$ cat config.mk
export PLATFORM = sky130hd
export DESIGN_NAME = fec_ctrl
export DESIGN_NICKNAME = d
export VERILOG_FILES = /design/src/sv/fec_pkg.sv /design/src/sv/fec_ctrl.sv
export SDC_FILE = /design/constraint.sdc
export NUM_CORES = 1
export LEC_CHECK = 0
export ABC_AREA = 1
export BUFFER_PORTS_ARGS = -buffer_cell sky130_fd_sc_hd__buf_2
export CAP_MARGIN = 40
export CORE_MARGIN = 3
export CORE_UTILIZATION = 25
export DETAILED_ROUTE_END_ITERATION = 10
export SETUP_SLACK_MARGIN = 0.3
export SYNTH_ARGS = -nofsm -noshare
export SYNTH_HDL_FRONTEND = slang
export SYNTH_SLANG_ARGS = --single-unit
export TNS_END_PERCENT = 10
$ cat constraint.sdc
create_clock -name clk -period 7.22 [get_ports clk]
set_input_delay 0 -clock clk [delete_from_list [all_inputs] [get_ports clk]]
set_output_delay 0 -clock clk [all_outputs]
set_load 0.01 [all_outputs]
$ cat src/sv/fec_pkg.sv
// Shared widths, reset values and register codes for the feedback echo comb.
`default_nettype none

package fec_pkg;

    localparam int SAMPLE_W   = 10;
    localparam int DAC_W      = 12;
    localparam int GAIN_W     = 10;
    localparam int DLEN_W     = 11;
    localparam int STORE_W    = 16;
    localparam int FRAC_W     = 10;
    localparam int PROD_W     = GAIN_W + 1 + STORE_W;
    localparam int FB_W       = PROD_W - FRAC_W;
    localparam int CFG_IDX_W  = 2;
    localparam int CFG_DATA_W = 11;

    localparam logic [GAIN_W-1:0] GAIN_RESET = 10'd502;
    localparam logic [DLEN_W-1:0] DLEN_RESET = 11'd1010;

    localparam logic [CFG_IDX_W-1:0] REG_FEEDBACK_GAIN = 2'd0;
    localparam logic [CFG_IDX_W-1:0] REG_DELAY_LENGTH  = 2'd1;

endpackage

`default_nettype wire

$ cat src/sv/fec_ctrl.sv
// Configuration registers, ring length clamp, write position and store clearing pass.
`default_nettype none

module fec_ctrl
    import fec_pkg::*;
#(
    parameter int MAX_DELAY = 1024
) (
    input  wire logic                         clk,
    input  wire logic                         rst_n,
    input  wire logic                         cfg_valid,
    input  wire logic [CFG_IDX_W-1:0]         cfg_index,
    input  wire logic [CFG_DATA_W-1:0]        cfg_data,
    input  wire logic                         accept,
    output logic      [GAIN_W-1:0]            gain,
    output logic      [$clog2(MAX_DELAY)-1:0] wr_pos,
    output logic      [$clog2(MAX_DELAY)-1:0] rd_addr,
    output logic                              clr_busy,
    output logic      [$clog2(MAX_DELAY)-1:0] clr_addr
);

    localparam int AW = $clog2(MAX_DELAY);
    localparam int LW = ($clog2(MAX_DELAY + 1) > DLEN_W) ? $clog2(MAX_DELAY + 1) : DLEN_W;
    localparam logic [LW-1:0] LEN_MIN = LW'(2);
    localparam logic [LW-1:0] LEN_MAX = LW'(MAX_DELAY);
    localparam logic [AW-1:0] LAST_ADDR = AW'(MAX_DELAY - 1);

    logic [GAIN_W-1:0] gain_reg;
    logic [DLEN_W-1:0] dlen_reg;
    logic [AW-1:0]     wp_reg;
    logic              clr_busy_reg;
    logic [AW-1:0]     clr_addr_reg;

    logic [LW-1:0] dlen_ext;
    logic [LW-1:0] len;
    logic [AW-1:0] pos;
    logic [LW-1:0] inc;
    logic [AW-1:0] wp_next;

    always_comb
    begin
        dlen_ext = LW'(dlen_reg);
        if (dlen_ext < LEN_MIN)
        begin
            len = LEN_MIN;
        end
        else if (dlen_ext > LEN_MAX)
        begin
            len = LEN_MAX;
        end
        else
        begin
            len = dlen_ext;
        end
        pos = (LW'(wp_reg) >= len) ? '0 : wp_reg;
        inc = LW'(pos) + LW'(1);
        wp_next = (inc >= len) ? '0 : inc[AW-1:0];
    end

    always_ff @(posedge clk or negedge rst_n)
    begin
        if (!rst_n)
        begin
            gain_reg     <= GAIN_RESET;
            dlen_reg     <= DLEN_RESET;
            wp_reg       <= '0;
            clr_busy_reg <= 1'b1;
            clr_addr_reg <= '0;
        end
        else
        begin
            if (cfg_valid)
            begin
                case (cfg_index)
                    REG_FEEDBACK_GAIN: gain_reg <= cfg_data[GAIN_W-1:0];
                    REG_DELAY_LENGTH:  dlen_reg <= cfg_data[DLEN_W-1:0];
                    default: ;
                endcase
            end
            if (accept)
            begin
                wp_reg <= wp_next;
            end
            if (clr_busy_reg)
            begin
                clr_addr_reg <= clr_addr_reg + AW'(1);
                if (clr_addr_reg == LAST_ADDR)
                begin
                    clr_busy_reg <= 1'b0;
                end
            end
        end
    end

    assign gain     = gain_reg;
    assign wr_pos   = pos;
    assign rd_addr  = wp_next;
    assign clr_busy = clr_busy_reg;
    assign clr_addr = clr_addr_reg;

endmodule

`default_nettype wire

==> impl_metrics.env <==
export IMPL_status="finished, final reports clean"
export IMPL_route_met2_wl_um=3020
export IMPL_grt_max_degree=35
export IMPL_vias_per_cell=4.36
export IMPL_grt_antenna_before_repair=0
export IMPL_synth_most_common_cell="nand2_1"
export IMPL_sequentialPowerShare_pct=35.5
export IMPL_dp_hpwl_um=5450
export IMPL_critPathLaunchType="register"
export IMPL_num_vias=2448
export IMPL_area_growth_pct=25.8
export IMPL_grtUsageTotal_pct=12.2
export IMPL_crit_path_end_kind="output port"
export IMPL_leakagePower_nw=1.91
export IMPL_fin_util_pct=32.4
export IMPL_syn_area_per_cell_um2=7.52
export IMPL_grt_pass1_wl_um=11400
export IMPL_whs_ns=0.0449
export IMPL_num_nets_final=465
export IMPL_dieArea_mm2=0.0119
export IMPL_drive_gt1_share_pct=21.8
export IMPL_clock_latency_ns=0.30
export IMPL_yosys_top_cells_area="dfrtp_1 25%, nand2_1 15%, dfstp_2 15%, ha_1 11%, inv_1 7.5%"
export IMPL_clock_fmax_ghz=0.165
export IMPL_power_frac_comb_pct=42.1
export IMPL_ir_drop_mv=0.101
export IMPL_syn_num_nets=394
export IMPL_switching_share_pct=40.8
export IMPL_cts_num_sinks=42
export IMPL_num_rows=37
export IMPL_synth_distinct_cells=29
export IMPL_io_buffer_count=57
export IMPL_first_global_vias=2359
export IMPL_drt_iter0_markers=93
export IMPL_root_buffer="clkbuf_8"
export IMPL_synth_compound_area_share_pct=9.97
export IMPL_dr_pass1_iters=4
export IMPL_dpl_instance_area_mm2=0.00311
export IMPL_crit_fanout=12
export IMPL_die_x_um=109
export IMPL_maxCapViolCount=0
export IMPL_ys_warn_count=0
export IMPL_start_util_pct=25.8
export IMPL_setup_violations=0
export IMPL_worst_slew_pin_transition_ns=0.680
export IMPL_synthAdderAreaFrac_pct=10.8
export IMPL_period_needed_ns=6.06
export IMPL_drv_slew=0
export IMPL_cts_tree="yes"
export IMPL_timing_max_slew_rel_slack_pct=54.5
export IMPL_worstPathRequired_ns=7.22
export IMPL_synth_edff_count=0
export IMPL_clk_pin_slew_worst_paths_ns=0.09
export IMPL_ys_flop_type="dfrtp_1"
export IMPL_fp_dieH_um=109
export IMPL_clockBufferDepth=2
export IMPL_powerDensity_mw_per_mm2=258
export IMPL_crit_arrival_ns=6.06
export IMPL_finalHoldViolations=0
export IMPL_post_route_drc_count=0
export IMPL_switching_power_uw=352
export IMPL_cts_htree_levels=2
export IMPL_largest_register_ffs=11
export IMPL_ant_nets=0
export IMPL_synthMuxAreaShare_pct=0
export IMPL_skew_ns=0.00758
export IMPL_timing_setup_tns_ns=0
export IMPL_io_pins=58
export IMPL_clkPwrFrac_pct=22.4
export IMPL_yosys_top_cells_count="108 x nand2_1, 53 x inv_1, 30 x o21ai_0"
export IMPL_wl_met3_um=412
export IMPL_yosysTopAreaCell="dfrtp_1"
export IMPL_gr_total_overflow=0
export IMPL_top_layer="met4"
export IMPL_r2r_start="dlen_ext[5]"
export IMPL_synth_top_family_by_area="simple AND/OR/NAND/NOR gates"
export IMPL_synth_xor_area_share_pct=2.30
export IMPL_worst_setup_path_type="reg2out"
export IMPL_diodes=0
export IMPL_synth_cells=354
export IMPL_met1Wirelength_um=3310
export IMPL_cp_startpoint="dlen_ext[5]"
export IMPL_yosysSeqAreaShare_pct=40.2
export IMPL_fin_area_mm2=0.00335
export IMPL_rsz0062_at_grt="no"
export IMPL_finalWeightedCongestion=0.834
export IMPL_wirelength_um=6840
export IMPL_yosys_area_top_type_share_pct=25.4
export IMPL_cts_buffers_inserted=5
export IMPL_synthesis_area_mm2=0.00266
export IMPL_yosys_area_share_simple_pct=28.0
export IMPL_p_int_uw=511
export IMPL_synth_seq_cells=42
export IMPL_fin_crit_sh_pct=84.0
export IMPL_min_from="accept"
export IMPL_post_drt_wl_per_cell_um=12.2
export IMPL_core_area_mm2=0.0103
export IMPL_hold_path_class="in2reg"
export IMPL_synthArstFlopShare_pct=100
critical path, stage by stage (launching register included):
cell and delay [ns]:
dfstp_2 0.38, nor4_1 0.35, nand3_1 0.14, o31ai_2 0.44
o21ai_0 0.31, ha_1 0.37, nand3_1 0.09, nand2_1 0.07
nand2_1 0.07, nand2_1 0.08, nor2_4 0.28, inv_1 0.14
nor2_1 0.26, ha_1 0.24, nand3_1 0.10, nor2_1 0.26
nand4_1 0.19, nand2_1 0.14, inv_1 0.05, ha_1 0.32
a21oi_1 0.13, o21a_1 0.12, nand3_1 0.07, a31oi_1 0.47
inv_1 0.30, a21oi_1 0.22, buf_2 0.16
timing repair:
item / in CTS / in global routing
hold buffers: 12 / 0
setup buffers: 0 / 0
endpoints found under the setup margin: 0 / 14
endpoints found under the hold margin: 48 / 0
resized for setup: 0 / 2
power by group through the flow:
stage / clock, mW / combinational (mW) / sequential (mW)
after global placement: 0 / 0.347 / 0.308
after global routing: 0.213 / 0.423 / 0.311
final: 0.193 / 0.363 / 0.306
after detailed placement: 0 / 0.360 / 0.309
after floorplan: 0 / 0.243 / 0.305
after CTS: 0.203 / 0.367 / 0.306
path summary, 6_finish.rpt:
kind                               end  slack, ns  depth (start not counted)
max                         rd_addr[6]       1.16                         26
min                          wp_reg[9]       0.04                          3
max reg2reg                  wp_reg[1]       1.43                         27
min reg2reg                    gain[2]       0.49                          2
max in group asynchronous  dlen_ext[4]       6.60                          3
min in group asynchronous    wp_reg[5]       0.09                          2
layout make-up:
| class | instances | area (um^2) |
|---|---|---|
| multi-input combinational | 252 | 1370 |
| timing repair buffer | 70 | 425 |
| inverter | 54 | 203 |
| sequential | 42 | 1070 |
| clock inverter | 2 | 37.5 |
| clock buffer | 6 | 72.6 |
| tap | 136 | 170 |
| fill | 1114 | 6980 |
per-layer routing:
metal | track usage [%] | vias to the layer above
met5 | 0 | -
met2 | 19.1 | 68
met3 | 3.32 | 10
li1 | - | 1269
met4 | 3.21 | 0
met1 | 16.5 | 1101
cell families after synthesis:
| kind of cell | count (synthesis) |
|---|---|
| AND/OR/NAND/NOR | 173 |
| AO/OA/AOI/OAI | 49 |
| buffers and inverters | 60 |
| XOR/XNOR | 7 |
| adder cells (fa/ha/maj) | 23 |
| flip-flops | 42 |
cell usage in the layout (no fill, tap or decap), types with 15 or more instances in the layout:
cell type and instances:
dfrtp_1 27, nor2_1 28, ha_1 23, nand3_1 18, inv_1 53, buf_2 57
dfstp_2 15, nand2_1 108, o21ai_0 30
through the flow:
stage	worst slack (ns)	power [mW]	std cells
after detailed placement	0.972	0.670	542
after floorplan	2.03	0.548	354
final	1.16	0.863	562
after global placement	1.26	0.655	541
after global routing	0.501	0.947	562
after CTS	0.662	0.876	562
Note: power is estimated with default switching activity, not from simulation.
